$ cat src/mlr_pkg.sv
// Shared constants, types and command/status structs for the midpoint line rasterizer.
`default_nettype none

package mlr_pkg;

    localparam int COORD_BITS = 6;
    localparam int PIX_BITS   = 6;
    localparam int COLOR_BITS = 32;
    localparam int DEC_BITS   = COORD_BITS + 4;

    typedef logic signed [DEC_BITS-1:0] t_dec;

    typedef enum logic [2:0] {
        MODE_HORZ      = 3'd0,
        MODE_VERT      = 3'd1,
        MODE_POS_SHAL  = 3'd2,
        MODE_POS_STEEP = 3'd3,
        MODE_NEG_SHAL  = 3'd4,
        MODE_NEG_STEEP = 3'd5
    } t_mode;

    typedef struct packed {
        logic load;
        logic step;
    } t_cmd;

    typedef struct packed {
        logic last;
    } t_sts;

endpackage

`default_nettype wire

$ cat src/mlr_if.sv
// Valid/ready channel interfaces for line requests and pixel results.
`default_nettype none

interface mlr_line_if;
    logic                            valid;
    logic                            ready;
    logic [mlr_pkg::PIX_BITS-1:0]    start_x;
    logic [mlr_pkg::PIX_BITS-1:0]    start_y;
    logic [mlr_pkg::PIX_BITS-1:0]    end_x;
    logic [mlr_pkg::PIX_BITS-1:0]    end_y;
    logic [mlr_pkg::COLOR_BITS-1:0]  line_color;

    modport source (output valid, start_x, start_y, end_x, end_y, line_color, input ready);
    modport sink   (input valid, start_x, start_y, end_x, end_y, line_color, output ready);
endinterface

interface mlr_pixel_if;
    logic                            valid;
    logic                            ready;
    logic [mlr_pkg::PIX_BITS-1:0]    pixel_x;
    logic [mlr_pkg::PIX_BITS-1:0]    pixel_y;
    logic [mlr_pkg::COLOR_BITS-1:0]  pixel_color;
    logic                            last_pixel;

    modport source (output valid, pixel_x, pixel_y, pixel_color, last_pixel, input ready);
    modport sink   (input valid, pixel_x, pixel_y, pixel_color, last_pixel, output ready);
endinterface

`default_nettype wire

$ cat src/mlr_datapath.sv
// Datapath: endpoint ordering, octant setup and incremental midpoint stepping.
`default_nettype none

module mlr_datapath (
    input  wire                              i_clk,
    input  wire mlr_pkg::t_cmd               i_cmd,
    output mlr_pkg::t_sts                    o_sts,
    input  wire [mlr_pkg::PIX_BITS-1:0]      i_start_x,
    input  wire [mlr_pkg::PIX_BITS-1:0]      i_start_y,
    input  wire [mlr_pkg::PIX_BITS-1:0]      i_end_x,
    input  wire [mlr_pkg::PIX_BITS-1:0]      i_end_y,
    input  wire [mlr_pkg::COLOR_BITS-1:0]    i_color,
    output logic [mlr_pkg::COORD_BITS-1:0]   o_x,
    output logic [mlr_pkg::COORD_BITS-1:0]   o_y,
    output logic [mlr_pkg::COLOR_BITS-1:0]   o_color
);

    logic [mlr_pkg::COORD_BITS-1:0]  r_x, n_x;
    logic [mlr_pkg::COORD_BITS-1:0]  r_y, n_y;
    logic [mlr_pkg::COORD_BITS-1:0]  r_cnt, n_cnt;
    mlr_pkg::t_dec                   r_d, n_d;
    mlr_pkg::t_dec                   r_a2, n_a2;
    mlr_pkg::t_dec                   r_b2, n_b2;
    mlr_pkg::t_mode                  r_mode, n_mode;
    logic [mlr_pkg::COLOR_BITS-1:0]  r_color, n_color;

    logic [mlr_pkg::COORD_BITS-1:0]  x1, y1, x2, y2;
    logic [mlr_pkg::COORD_BITS-1:0]  px1, py1, px2, py2, qy1, qy2;
    logic [mlr_pkg::COORD_BITS-1:0]  dx, dy;
    logic                            vert, horz, up, shallow;
    mlr_pkg::t_dec                   a, b;
    mlr_pkg::t_mode                  s_mode;
    logic [mlr_pkg::COORD_BITS-1:0]  s_cnt;
    mlr_pkg::t_dec                   s_d;

    always_comb begin
        x1 = mlr_pkg::COORD_BITS'(i_start_x);
        y1 = mlr_pkg::COORD_BITS'(i_start_y);
        x2 = mlr_pkg::COORD_BITS'(i_end_x);
        y2 = mlr_pkg::COORD_BITS'(i_end_y);

        if (x2 < x1) begin
            px1 = x2; py1 = y2; px2 = x1; py2 = y1;
        end else begin
            px1 = x1; py1 = y1; px2 = x2; py2 = y2;
        end
        vert = (px1 == px2);
        if (vert && (py2 < py1)) begin
            qy1 = py2; qy2 = py1;
        end else begin
            qy1 = py1; qy2 = py2;
        end
        horz    = (qy1 == qy2);
        up      = (qy2 > qy1);
        dx      = px2 - px1;
        dy      = up ? (qy2 - qy1) : (qy1 - qy2);
        shallow = (dy < dx);

        a = mlr_pkg::t_dec'(qy1) - mlr_pkg::t_dec'(qy2);
        b = mlr_pkg::t_dec'(px2) - mlr_pkg::t_dec'(px1);

        if (vert) begin
            s_mode = mlr_pkg::MODE_VERT;
        end else if (horz) begin
            s_mode = mlr_pkg::MODE_HORZ;
        end else if (up) begin
            s_mode = shallow ? mlr_pkg::MODE_POS_SHAL : mlr_pkg::MODE_POS_STEEP;
        end else begin
            s_mode = shallow ? mlr_pkg::MODE_NEG_SHAL : mlr_pkg::MODE_NEG_STEEP;
        end

        case (s_mode)
            mlr_pkg::MODE_HORZ: begin
                s_cnt = dx;
                s_d   = '0;
            end
            mlr_pkg::MODE_VERT: begin
                s_cnt = dy;
                s_d   = '0;
            end
            mlr_pkg::MODE_POS_SHAL: begin
                s_cnt = dx;
                s_d   = (a <<< 1) + b;
            end
            mlr_pkg::MODE_POS_STEEP: begin
                s_cnt = dy;
                s_d   = a + (b <<< 1);
            end
            mlr_pkg::MODE_NEG_SHAL: begin
                s_cnt = dx;
                s_d   = (a <<< 1) - b;
            end
            default: begin
                s_cnt = dy;
                s_d   = a - (b <<< 1);
            end
        endcase
    end

    always_comb begin
        n_x     = r_x;
        n_y     = r_y;
        n_cnt   = r_cnt;
        n_d     = r_d;
        n_a2    = r_a2;
        n_b2    = r_b2;
        n_mode  = r_mode;
        n_color = r_color;
        if (i_cmd.load) begin
            n_x     = px1;
            n_y     = qy1;
            n_cnt   = s_cnt;
            n_d     = s_d;
            n_a2    = a <<< 1;
            n_b2    = b <<< 1;
            n_mode  = s_mode;
            n_color = i_color;
        end else if (i_cmd.step) begin
            n_cnt = r_cnt - 1'b1;
            case (r_mode)
                mlr_pkg::MODE_HORZ: begin
                    n_x = r_x + 1'b1;
                end
                mlr_pkg::MODE_VERT: begin
                    n_y = r_y + 1'b1;
                end
                mlr_pkg::MODE_POS_SHAL: begin
                    n_x = r_x + 1'b1;
                    if (r_d < 0) begin
                        n_y = r_y + 1'b1;
                        n_d = r_d + r_a2 + r_b2;
                    end else begin
                        n_d = r_d + r_a2;
                    end
                end
                mlr_pkg::MODE_POS_STEEP: begin
                    n_y = r_y + 1'b1;
                    if (r_d > 0) begin
                        n_x = r_x + 1'b1;
                        n_d = r_d + r_a2 + r_b2;
                    end else begin
                        n_d = r_d + r_b2;
                    end
                end
                mlr_pkg::MODE_NEG_SHAL: begin
                    n_x = r_x + 1'b1;
                    if (r_d > 0) begin
                        n_y = r_y - 1'b1;
                        n_d = r_d + r_a2 - r_b2;
                    end else begin
                        n_d = r_d + r_a2;
                    end
                end
                default: begin
                    n_y = r_y - 1'b1;
                    if (r_d < 0) begin
                        n_x = r_x + 1'b1;
                        n_d = r_d + r_a2 - r_b2;
                    end else begin
                        n_d = r_d - r_b2;
                    end
                end
            endcase
        end
    end

    always_ff @(posedge i_clk) begin
        r_x     <= n_x;
        r_y     <= n_y;
        r_cnt   <= n_cnt;
        r_d     <= n_d;
        r_a2    <= n_a2;
        r_b2    <= n_b2;
        r_mode  <= n_mode;
        r_color <= n_color;
    end

    assign o_sts.last = (r_cnt == '0);
    assign o_x        = r_x;
    assign o_y        = r_y;
    assign o_color    = r_color;

endmodule

`default_nettype wire

$ cat src/mlr_ctrl.sv
// Controller: accepts line requests and sequences pixel output.
`default_nettype none

module mlr_ctrl (
    input  wire                 i_clk,
    input  wire                 i_rst_n,
    input  wire                 i_in_valid,
    output logic                o_in_ready,
    output logic                o_out_valid,
    input  wire                 i_out_ready,
    input  wire mlr_pkg::t_sts  i_sts,
    output mlr_pkg::t_cmd       o_cmd
);

    typedef enum logic {
        ST_IDLE,
        ST_RUN
    } t_state;

    t_state r_state, n_state;
    logic   out_fire;

    always_comb begin
        out_fire    = (r_state == ST_RUN) && i_out_ready;
        o_out_valid = (r_state == ST_RUN);
        o_in_ready  = (r_state == ST_IDLE) || (out_fire && i_sts.last);
        o_cmd.load  = i_in_valid && o_in_ready;
        o_cmd.step  = out_fire && !i_sts.last;

        case (r_state)
            ST_IDLE: n_state = o_cmd.load ? ST_RUN : ST_IDLE;
            ST_RUN:  n_state = (i_sts.last && out_fire && !o_cmd.load) ? ST_IDLE : ST_RUN;
            default: n_state = ST_IDLE;
        endcase
    end

    always_ff @(posedge i_clk) begin
        if (!i_rst_n) begin
            r_state <= ST_IDLE;
        end else begin
            r_state <= n_state;
        end
    end

`ifndef SYNTHESIS
    a_load_runs: assert property (@(posedge i_clk) disable iff (!i_rst_n)
        o_cmd.load |=> (r_state == ST_RUN))
        else $error("load did not start a run");

    a_stall_holds: assert property (@(posedge i_clk) disable iff (!i_rst_n)
        (r_state == ST_RUN) && !i_out_ready |=> (r_state == ST_RUN))
        else $error("run dropped while output stalled");

    a_last_ends: assert property (@(posedge i_clk) disable iff (!i_rst_n)
        out_fire && i_sts.last && !o_cmd.load |=> (r_state == ST_IDLE))
        else $error("run continued past last pixel");

    a_no_load_mid: assert property (@(posedge i_clk) disable iff (!i_rst_n)
        (r_state == ST_RUN) && !(out_fire && i_sts.last) |-> !o_cmd.load)
        else $error("request taken during a run");
`endif

endmodule

`default_nettype wire

$ cat src/midpoint_line_rasterizer_core.sv
// Top level of the midpoint line rasterizer: controller plus datapath.
//
// Usage:
//   i_line carries one request per line: two endpoints and a color.
//   o_pixel returns the pixels of that line in order, one per transfer,
//   with last_pixel set on the final one. A line of n pixels (n is its
//   major-axis length plus one, 1 to 64) gives n transfers.
//   The first pixel is presented in the cycle after the request is
//   taken. Throughput: one pixel per cycle while o_pixel.ready is high,
//   set by the single decision accumulator that updates once per pixel.
//   The next request is taken in the same cycle the last pixel is taken,
//   so back-to-back lines follow each other without a gap.
//   Reset (synchronous, active low) returns the block to idle; any line in
//   progress is dropped.
//   When the receiver stalls, the current pixel holds on o_pixel and no
//   new request is taken until the line's last pixel is taken.
`default_nettype none

module midpoint_line_rasterizer_core (
    input  wire           i_clk,
    input  wire           i_rst_n,
    mlr_line_if.sink      i_line,
    mlr_pixel_if.source   o_pixel
);

    mlr_pkg::t_cmd                   cmd;
    mlr_pkg::t_sts                   sts;
    logic [mlr_pkg::COORD_BITS-1:0]  pix_x;
    logic [mlr_pkg::COORD_BITS-1:0]  pix_y;

    mlr_ctrl u_ctrl (
        .i_clk       (i_clk),
        .i_rst_n     (i_rst_n),
        .i_in_valid  (i_line.valid),
        .o_in_ready  (i_line.ready),
        .o_out_valid (o_pixel.valid),
        .i_out_ready (o_pixel.ready),
        .i_sts       (sts),
        .o_cmd       (cmd)
    );

    mlr_datapath u_datapath (
        .i_clk     (i_clk),
        .i_cmd     (cmd),
        .o_sts     (sts),
        .i_start_x (i_line.start_x),
        .i_start_y (i_line.start_y),
        .i_end_x   (i_line.end_x),
        .i_end_y   (i_line.end_y),
        .i_color   (i_line.line_color),
        .o_x       (pix_x),
        .o_y       (pix_y),
        .o_color   (o_pixel.pixel_color)
    );

    assign o_pixel.pixel_x    = mlr_pkg::PIX_BITS'(pix_x);
    assign o_pixel.pixel_y    = mlr_pkg::PIX_BITS'(pix_y);
    assign o_pixel.last_pixel = sts.last;

endmodule

`default_nettype wire
$ cat src/flat_wrapper.sv
// flat-port wrapper written by rule: the top's interface ports become plain ports
module midpoint_line_rasterizer_core_flat 
  (i_clk, i_rst_n, i_line_valid, i_line_start_x, i_line_start_y, i_line_end_x, i_line_end_y, i_line_line_color, i_line_ready, o_pixel_valid, o_pixel_pixel_x, o_pixel_pixel_y, o_pixel_pixel_color, o_pixel_last_pixel, o_pixel_ready);
  mlr_line_if i_line_i ();
  mlr_pixel_if o_pixel_i ();
  input  wire i_clk;
  input  wire i_rst_n;
  input wire logic [$bits(i_line_i.valid)-1:0] i_line_valid;
  input wire logic [$bits(i_line_i.start_x)-1:0] i_line_start_x;
  input wire logic [$bits(i_line_i.start_y)-1:0] i_line_start_y;
  input wire logic [$bits(i_line_i.end_x)-1:0] i_line_end_x;
  input wire logic [$bits(i_line_i.end_y)-1:0] i_line_end_y;
  input wire logic [$bits(i_line_i.line_color)-1:0] i_line_line_color;
  output wire logic [$bits(i_line_i.ready)-1:0] i_line_ready;
  output wire logic [$bits(o_pixel_i.valid)-1:0] o_pixel_valid;
  output wire logic [$bits(o_pixel_i.pixel_x)-1:0] o_pixel_pixel_x;
  output wire logic [$bits(o_pixel_i.pixel_y)-1:0] o_pixel_pixel_y;
  output wire logic [$bits(o_pixel_i.pixel_color)-1:0] o_pixel_pixel_color;
  output wire logic [$bits(o_pixel_i.last_pixel)-1:0] o_pixel_last_pixel;
  input wire logic [$bits(o_pixel_i.ready)-1:0] o_pixel_ready;
  assign i_line_i.valid = i_line_valid;
  assign i_line_i.start_x = i_line_start_x;
  assign i_line_i.start_y = i_line_start_y;
  assign i_line_i.end_x = i_line_end_x;
  assign i_line_i.end_y = i_line_end_y;
  assign i_line_i.line_color = i_line_line_color;
  assign i_line_ready = i_line_i.ready;
  assign o_pixel_valid = o_pixel_i.valid;
  assign o_pixel_pixel_x = o_pixel_i.pixel_x;
  assign o_pixel_pixel_y = o_pixel_i.pixel_y;
  assign o_pixel_pixel_color = o_pixel_i.pixel_color;
  assign o_pixel_last_pixel = o_pixel_i.last_pixel;
  assign o_pixel_i.ready = o_pixel_ready;
  midpoint_line_rasterizer_core u_core (.i_clk(i_clk), .i_rst_n(i_rst_n), .i_line(i_line_i), .o_pixel(o_pixel_i));
endmodule
$ cat config.mk
export PLATFORM = sky130hd
export DESIGN_NAME = midpoint_line_rasterizer_core_flat
export DESIGN_NICKNAME = d
export VERILOG_FILES = /design/src/mlr_pkg.sv /design/src/mlr_if.sv /design/src/mlr_datapath.sv /design/src/mlr_ctrl.sv /design/src/midpoint_line_rasterizer_core.sv /design/src/flat_wrapper.sv
export SDC_FILE = /design/constraint.sdc
export NUM_CORES = 1
export LEC_CHECK = 0
export ABC_AREA = 1
export BUFFER_PORTS_ARGS = -buffer_cell sky130_fd_sc_hd__buf_4
export CELL_PAD_IN_SITES_DETAIL_PLACEMENT = 1
export CELL_PAD_IN_SITES_GLOBAL_PLACEMENT = 1
export CORE_MARGIN = 8
export CORE_UTILIZATION = 44
export DETAILED_ROUTE_END_ITERATION = 16
export PLACE_DENSITY_LB_ADDON = 0.08
export RECOVER_POWER = 100
export SYNTH_ARGS = -nofsm -noshare
export SYNTH_HDL_FRONTEND = slang
export SYNTH_SLANG_ARGS = --single-unit
$ cat constraint.sdc
create_clock -name i_clk -period 8.53 [get_ports i_clk]
set_clock_uncertainty 0.2 [all_clocks]
set_input_delay 0.853 -clock i_clk [delete_from_list [all_inputs] [get_ports i_clk]]
set_output_delay 0.853 -clock i_clk [all_outputs]
set_load 0.03 [all_outputs]
==> flow_summary_export.csv, run 1 <==
group,metric,value,unit
worst_setup_path,critPathKind,"input pin to flop",
global_routing,overflow,0,
route,num_vias,7435,
finish,layoutNonFillerInstCount,1398,
placement,hpwl,20000,um
run_status,outcome,"finished, violations left",
floorplan,die_w,150,um
clocking,cts_hold_buf,0,
clocking,path_clk_slew,0.07,ns
route,ant_nets,0,
finish,nNetsFinal,1315,
sta,fmax,128,MHz
finish,post-route-util,0.514,
worst_setup_path,start_kind,"input pin",
worst_setup_path,worst_path_most_repeated_cell,"nand2_1",
clocking,clock_latency,0.35,ns
clocking,cts_tree,"yes",
route,post-route-drc-count,0,
pwr,p_per_area,324,nW/um^2
floorplan,std_cell_rows,49,
worst_setup_path,slowest_delay,0.35,ns
sta,setup_violations,0,
yosys,synth-async-reset-ratio,0,
yosys,yosys.cell_types.count,53,
floorplan,io_pins,107,
floorplan,die_y,150,um
sta,fin_crit_sh,0.914,
run_status,violations,"capacitance limit, slew limit",
sta,period_minus_slack,7.80,ns
pwr,vdd_drop_max,0.144,mV
clocking,root_buffer,"clkbuf_16",
floorplan,dieArea,22400,um^2
clocking,cts.sinks,78,
route,drt-initial-drc-count,302,
finish,final_cell_mix,"nand2_1, inv_1, nor2_1",
route,first_pass_iters,4,
placement,place_congestion,0.876,
sta,grt_setup_unrepaired,"false",
yosys,synth_top_cell_area_share,0.293,
global_routing,grt_pass1_wl,39600,um
route,wl_per_cell,17.8,um
worst_setup_path,cp_data_required_time,8.42,ns
sta,hold_viol,0,
sta,worst_pin_slew,2.17,ns
yosys,syn_nets,1201,
clocking,htreeDepth,3,
yosys,avgSynthCellArea,7.50,um^2
floorplan,start_util,0.443,
yosys,ys_ff_latch,78,
clocking,cts_buffer_depth,2,
yosys,ys.flop_type,"edfxtp_1",
route,vias_per_cell,5.32,
sta,finalMaxSlewViolations,40,
worst_setup_path,slowest_stage,"ha_1",
yosys,synthTopCellsByArea,"edfxtp_1, ha_1, nand2_1",
worst_setup_path,cp-end-kind,"flop",
yosys,synthCells,1050,
global_routing,grt_max_degree,40,
global_routing,grt_use_total,0.223,
finish,layout_commonest_cell,"nand2_1",
global_routing,grt_pass1_vias,7699,
finish,antenna_cells,0,
yosys,synth_edf_count,77,
placement,dp.cells,1380,
placement,io_buffers,106,
floorplan,coreArea,17800,um^2
route,drt_wl_total,24900,um
yosys,synth_area_leader_cell,"edfxtp_1",
global_routing,grt_antenna_before_repair,0,
finish,syn2layout_area_growth,16.1,%
worst_setup_path,crit_arrival,7.68,ns
clocking,cts_setup_buffers,0,
sta,slew_headroom,-0.445,
yosys,yosys_warnings,0,
clocking,cts_buffers,9,
yosys,syn_area,7880,um^2
flow_run,cap_violations,1,
hold_path,min_path_type,"flop to flop",
finish,drive_gt1_frac,0.0992,
yosys,seq_area_frac_synth,0.296,
finish,fillCellCount,2276,
worst_setup_path,path_max_fanout,9,
pwr,p_leak,4.42,nW
Yosys cell counts (2+ instances only):
cell type  number
buf_4           2
o2111ai_1       4
nand3_2         2
or2_2           6
nand2_2         4
buf_6           5
o211ai_1       11
o22ai_1         4
o221ai_1        4
inv_1         166
a21oi_1        54
and2_1          2
nand2_4         2
xnor2_1        15
nand2_1       245
nor3_1          6
o21a_1          2
clkbuf_1        9
a2111oi_0       2
nand3_1        53
a21boi_0        2
clkinv_1        3
fa_1            9
o21ai_2         3
nand3_4         2
o21ai_1        10
edfxtp_1       77
nand3b_1        5
buf_1           3
a21oi_2         2
nand4_1        21
o21bai_1        6
nor2_1         86
o31ai_1         8
o21ai_0        64
xor2_1         49
ha_1           82
a21o_1          2
buf_2           3
nor4_1          2
stage by stage:
step	setup TNS, ns	hold WS [ns]	worst slack (ns)	instance area, um^2	power [mW]
finish	0	0.386	0.732	9150	2.97
global route	0	0.409	0.00378	9150	3.25
CTS	0	0.389	0.105	9280	3.00
detailed placement	-0.424	0.380	-0.218	8960	2.55
global placement	0	0.348	0.209	8960	2.49
floorplan	0	0.370	1.02	7880	2.03
worst paths after layout:
kind | startpoint | end | slack, ns | depth (start not counted)
worst max-delay path | i_line_start_x[3] | u_core.u_datapath.r_d[8] | 0.73 | 57
worst min-delay path | u_core.u_ctrl.o_out_valid | u_core.u_ctrl.o_out_valid | 0.39 | 2
worst max register to register | u_core.u_datapath.r_cnt[0] | u_core.u_datapath.r_cnt[1] | 3.96 | 14
worst min register to register | u_core.u_ctrl.o_out_valid | u_core.u_ctrl.o_out_valid | 0.39 | 2
metal layers:
layer,share of wire,vias up,routed length (um),GRT usage
met5,0,-,0,0
met4,0.020,0,505,0.0715
met3,0.017,29,426,0.0197
met2,0.53,95,13200,0.415
met1,0.43,3599,10800,0.264
li1,-,3712,-,-
registers in the layout (all words and copies together), names as in the netlist:
name                       flops
u_core.u_datapath.o_color     32
u_core.u_datapath.r_d         10
u_core.u_datapath.r_a2         7
u_core.u_datapath.r_b2         7
u_core.u_datapath.o_x          6
u_core.u_datapath.o_y          6
u_core.u_datapath.r_cnt        6
u_core.u_datapath.r_mode       3
u_core.u_ctrl.o_out_valid      1
worst max-delay path, delay by kind of cell:
kind                       cells  cell delay [ns]
xor gates and xnor gates       1             0.15
adders and majority gates      4             1.12
and+or+nand+nor               33             3.44
AOI/OAI and AO/OA             10             1.48
buffers and inverters          9             0.61
layout make-up:
cell class / instances / area [um^2] / area share
clock inverter: 6 / 93.8 / 0.0103
timing repair buffer: 123 / 728 / 0.0796
multi-input combinational: 782 / 4840 / 0.529
tap: 229 / 287 / 0.0313
sequential: 78 / 2330 / 0.255
inverter: 170 / 638 / 0.0698
clock buffer: 10 / 229 / 0.0250
power breakdown:
group | leakage (nW) | internal [mW] | switching [mW]
Combinational | 3.52 | 0.705 | 1.24
Sequential | 0.748 | 0.520 | 0.0726
Clock | 0.153 | 0.259 | 0.167
Total | 4.42 | 1.48 | 1.48
kinds of logic (layout without fill, tap and decap cells):
logic type / Yosys count / count (layout) / synth area share
and+or+nand+nor: 441 / 443 / 0.245
xor gates and xnor gates: 64 / 64 / 0.0711
DFF: 78 / 78 / 0.296
AOI/OAI and AO/OA: 184 / 184 / 0.137
buffers and inverters: 192 / 309 / 0.0976
adders and majority gates: 91 / 91 / 0.153
timing repair:
item                                   in CTS  in global routing
resized for setup                           0                 11
endpoints found under the hold margin       0                  0
setup endpoints to repair                   0                  3
(Power assumes the default switching activity.)
==> run 2: changes to the inputs <==
--- a/config.mk
+++ b/config.mk
@@ -10,10 +10,12 @@
 export CELL_PAD_IN_SITES_DETAIL_PLACEMENT = 1
 export CELL_PAD_IN_SITES_GLOBAL_PLACEMENT = 1
 export CORE_MARGIN = 8
-export CORE_UTILIZATION = 44
+export CORE_UTILIZATION = 47
 export DETAILED_ROUTE_END_ITERATION = 16
+export HOLD_SLACK_MARGIN = 0.15
 export PLACE_DENSITY_LB_ADDON = 0.08
 export RECOVER_POWER = 100
+export SLEW_MARGIN = 25
 export SYNTH_ARGS = -nofsm -noshare
 export SYNTH_HDL_FRONTEND = slang
 export SYNTH_SLANG_ARGS = --single-unit
==> constraint.sdc (replaced) <==
create_clock -name i_clk -period 8.98 [get_ports i_clk]
set_clock_uncertainty 0.2 [all_clocks]
set_input_delay 0.898 -clock i_clk [delete_from_list [all_inputs] [get_ports i_clk]]
set_output_delay 0.898 -clock i_clk [all_outputs]
set_load 0.03 [all_outputs]
==> run 2 against run 1 <==
Against the previous run:
- the flow now finishes without violations
- cell count fell by 1.0%
- flip-flop and latch count did not move
- clock power fell by 19%
- setup slack improved by 0.067 ns
- largest cell class unchanged
==> flow_summary_export.csv, run 2 (synthesized netlist as in run 1, its figures left out) <==
group,metric,value,unit
finish,regArea,2330,um^2
route,ant_nets,0,
floorplan,std_cell_rows,47,
floorplan,start_util,0.479,
sta,finalSetupTns,0,ns
sta,slew_headroom,0.245,
hold_path,min_path_cells,2,
sta,finalMaxSlewViolations,0,
sta,setup_violations,0,
finish,nNetsFinal,1310,
sta,worst_pin_slew,1.13,ns
route,wl_per_cell,18.4,um
route,dr_wl_met3,512,um
worst_setup_path,cp_data_required_time,8.86,ns
placement,hpwl,20500,um
worst_setup_path,crit_arrival,8.06,ns
clocking,root_buffer,"clkbuf_16",
floorplan,io_pins,107,
floorplan,die_y,145,um
route,routed.top_layer,"met4",
worst_setup_path,worstRegToRegCells,13,
placement,place_congestion,0.903,
clocking,post_cts_resized,0,
worst_setup_path,worst_path_most_repeated_cell,"nand2_1",
worst_setup_path,path_max_fanout,16,
clocking,htreeDepth,3,
hold_path,hp-start,"u_core.u_ctrl.o_out_valid",
clocking,cts_hold_buf,0,
worst_setup_path,timing.rr.end,"u_core.u_datapath.r_d[8]",
sta,hold_viol,0,
finish,largest_register_ffs,32,
sta,fin_crit_sh,0.911,
route,drt-met1-wl,10300,um
finish,post-route-util,0.549,
worst_setup_path,start_kind,"input pin",
pwr,p_comb_frac,0.674,
route,num_vias,7442,
clocking,cts_buffers,9,
route,first_pass_iters,5,
flow_run,cap_violations,0,
route,post-route-drc-count,0,
route,drt-initial-drc-count,309,
finish,layoutNonFillerInstCount,1384,
floorplan,die_w,145,um
global_routing,grt_pass1_wl,40900,um
clocking,cts_buffer_depth,2,
finish,final_cell_mix,"nand2_1, inv_1, nor2_1",
clocking,cts.sinks,78,
sta,period_minus_slack,8.18,ns
finish,fillCellCount,2168,
floorplan,coreArea,16500,um^2
pwr,vdd_drop_max,0.128,mV
worst_setup_path,ff2ff_setup_slack,4.49,ns
worst_setup_path,slowest_stage,"ha_1",
global_routing,grt_max_degree,77,
clocking,cts_setup_buffers,0,
global_routing,grt_use_total,0.238,
placement,dp.cells,1367,
global_routing,grt_antenna_before_repair,0,
finish,antenna_cells,0,
floorplan,dieArea,21200,um^2
sta,fmax,122,MHz
worst_setup_path,cp-end-kind,"flop",
pwr,intPower,1.36,mW
finish,multi_input_area,4800,um^2
pwr,p_switching,1.43,mW
run_status,outcome,"completed",
worst_setup_path,critPathKind,"input pin to flop",
pwr,p_per_area,308,nW/um^2
worst_setup_path,r2r_start,"u_core.u_datapath.r_d[1]",
finish,drive_gt1_frac,0.0971,
worst_setup_path,slowest_delay,0.39,ns
clocking,path_clk_slew,0.06,ns
finish,syn2layout_area_growth,14.6,%
route,drt_wl_total,25500,um
pwr,p_clk_frac,0.124,
route,vias_per_cell,5.38,
route,met2_length,14000,um
finish,layout_commonest_cell,"nand2_1",
hold_path,min_path_type,"flop to flop",
hold_path,hold_end,"u_core.u_ctrl.o_out_valid",
pwr,p_leak,4.39,nW
pwr,seqPwrFrac,0.203,
clocking,clock_latency,0.34,ns
clocking,cts_tree,"yes",
pwr,switching_share,0.512,
global_routing,overflow,0,
placement,io_buffers,106,
global_routing,grt_pass1_vias,8052,
## run 2: cell type report
class,instances,area share
flip-flops and latches,78,0.258
inverters,170,0.0706
multi-input cells,781,0.532
well taps,220,0.0305
repair buffers,119,0.0781
clock inverters,5,0.00388
clock buffers,11,0.0269
## run 2: metal layers
metal	GRT usage	up-vias
met5	0	-
met4	0.0880	0
met3	0.0227	37
met2	0.459	104
met1	0.262	3608
li1	-	3693
## run 2: worst max-delay path, delay by kind of cell
family / cells / cell delay (ns)
AO/OA/AOI/OAI: 10 / 1.51
XOR/XNOR: 1 / 0.16
adder cells (fa/ha/maj): 4 / 1.17
buffers and inverters: 9 / 0.58
AND/OR/NAND/NOR: 35 / 3.68
## run 2: worst max path at each step
stage | from | to | slack [ns] | cells past startpoint
after detailed placement | i_line_start_x[5] | u_core.u_datapath.r_d[8] | -0.03 | 56
after global placement | i_line_end_x[5] | u_core.u_datapath.r_d[8] | 0.48 | 55
after global routing | i_line_start_x[5] | u_core.u_datapath.r_d[9] | -0.006 | 59
after floorplan | i_line_start_x[5] | u_core.u_datapath.r_d[8] | 1.42 | 55
after CTS | i_line_start_x[5] | u_core.u_datapath.r_d[9] | 0.33 | 56
final | i_line_start_x[5] | u_core.u_datapath.r_d[9] | 0.80 | 59
## run 2: metrics by stage
stage	cell area [um^2]	power, mW	setup slack (ns)	hold WS (ns)
floorplan	7880	1.92	1.42	0.370
global placement	8920	2.35	0.485	0.344
detailed placement	8920	2.44	-0.0252	0.386
CTS	9200	2.81	0.331	0.384
global route	9030	3.04	-0.00643	0.414
finish	9030	2.79	0.799	0.383
## run 2: power groups by stage
stage / logic [mW] / registers (mW) / clock network, mW
4_1_cts: 1.89 / 0.565 / 0.351
5_1_grt: 2.10 / 0.573 / 0.361
3_5_place_dp: 1.87 / 0.572 / 0
2_1_floorplan: 1.34 / 0.580 / 0
3_3_place_gp: 1.79 / 0.567 / 0
6_report: 1.88 / 0.564 / 0.345
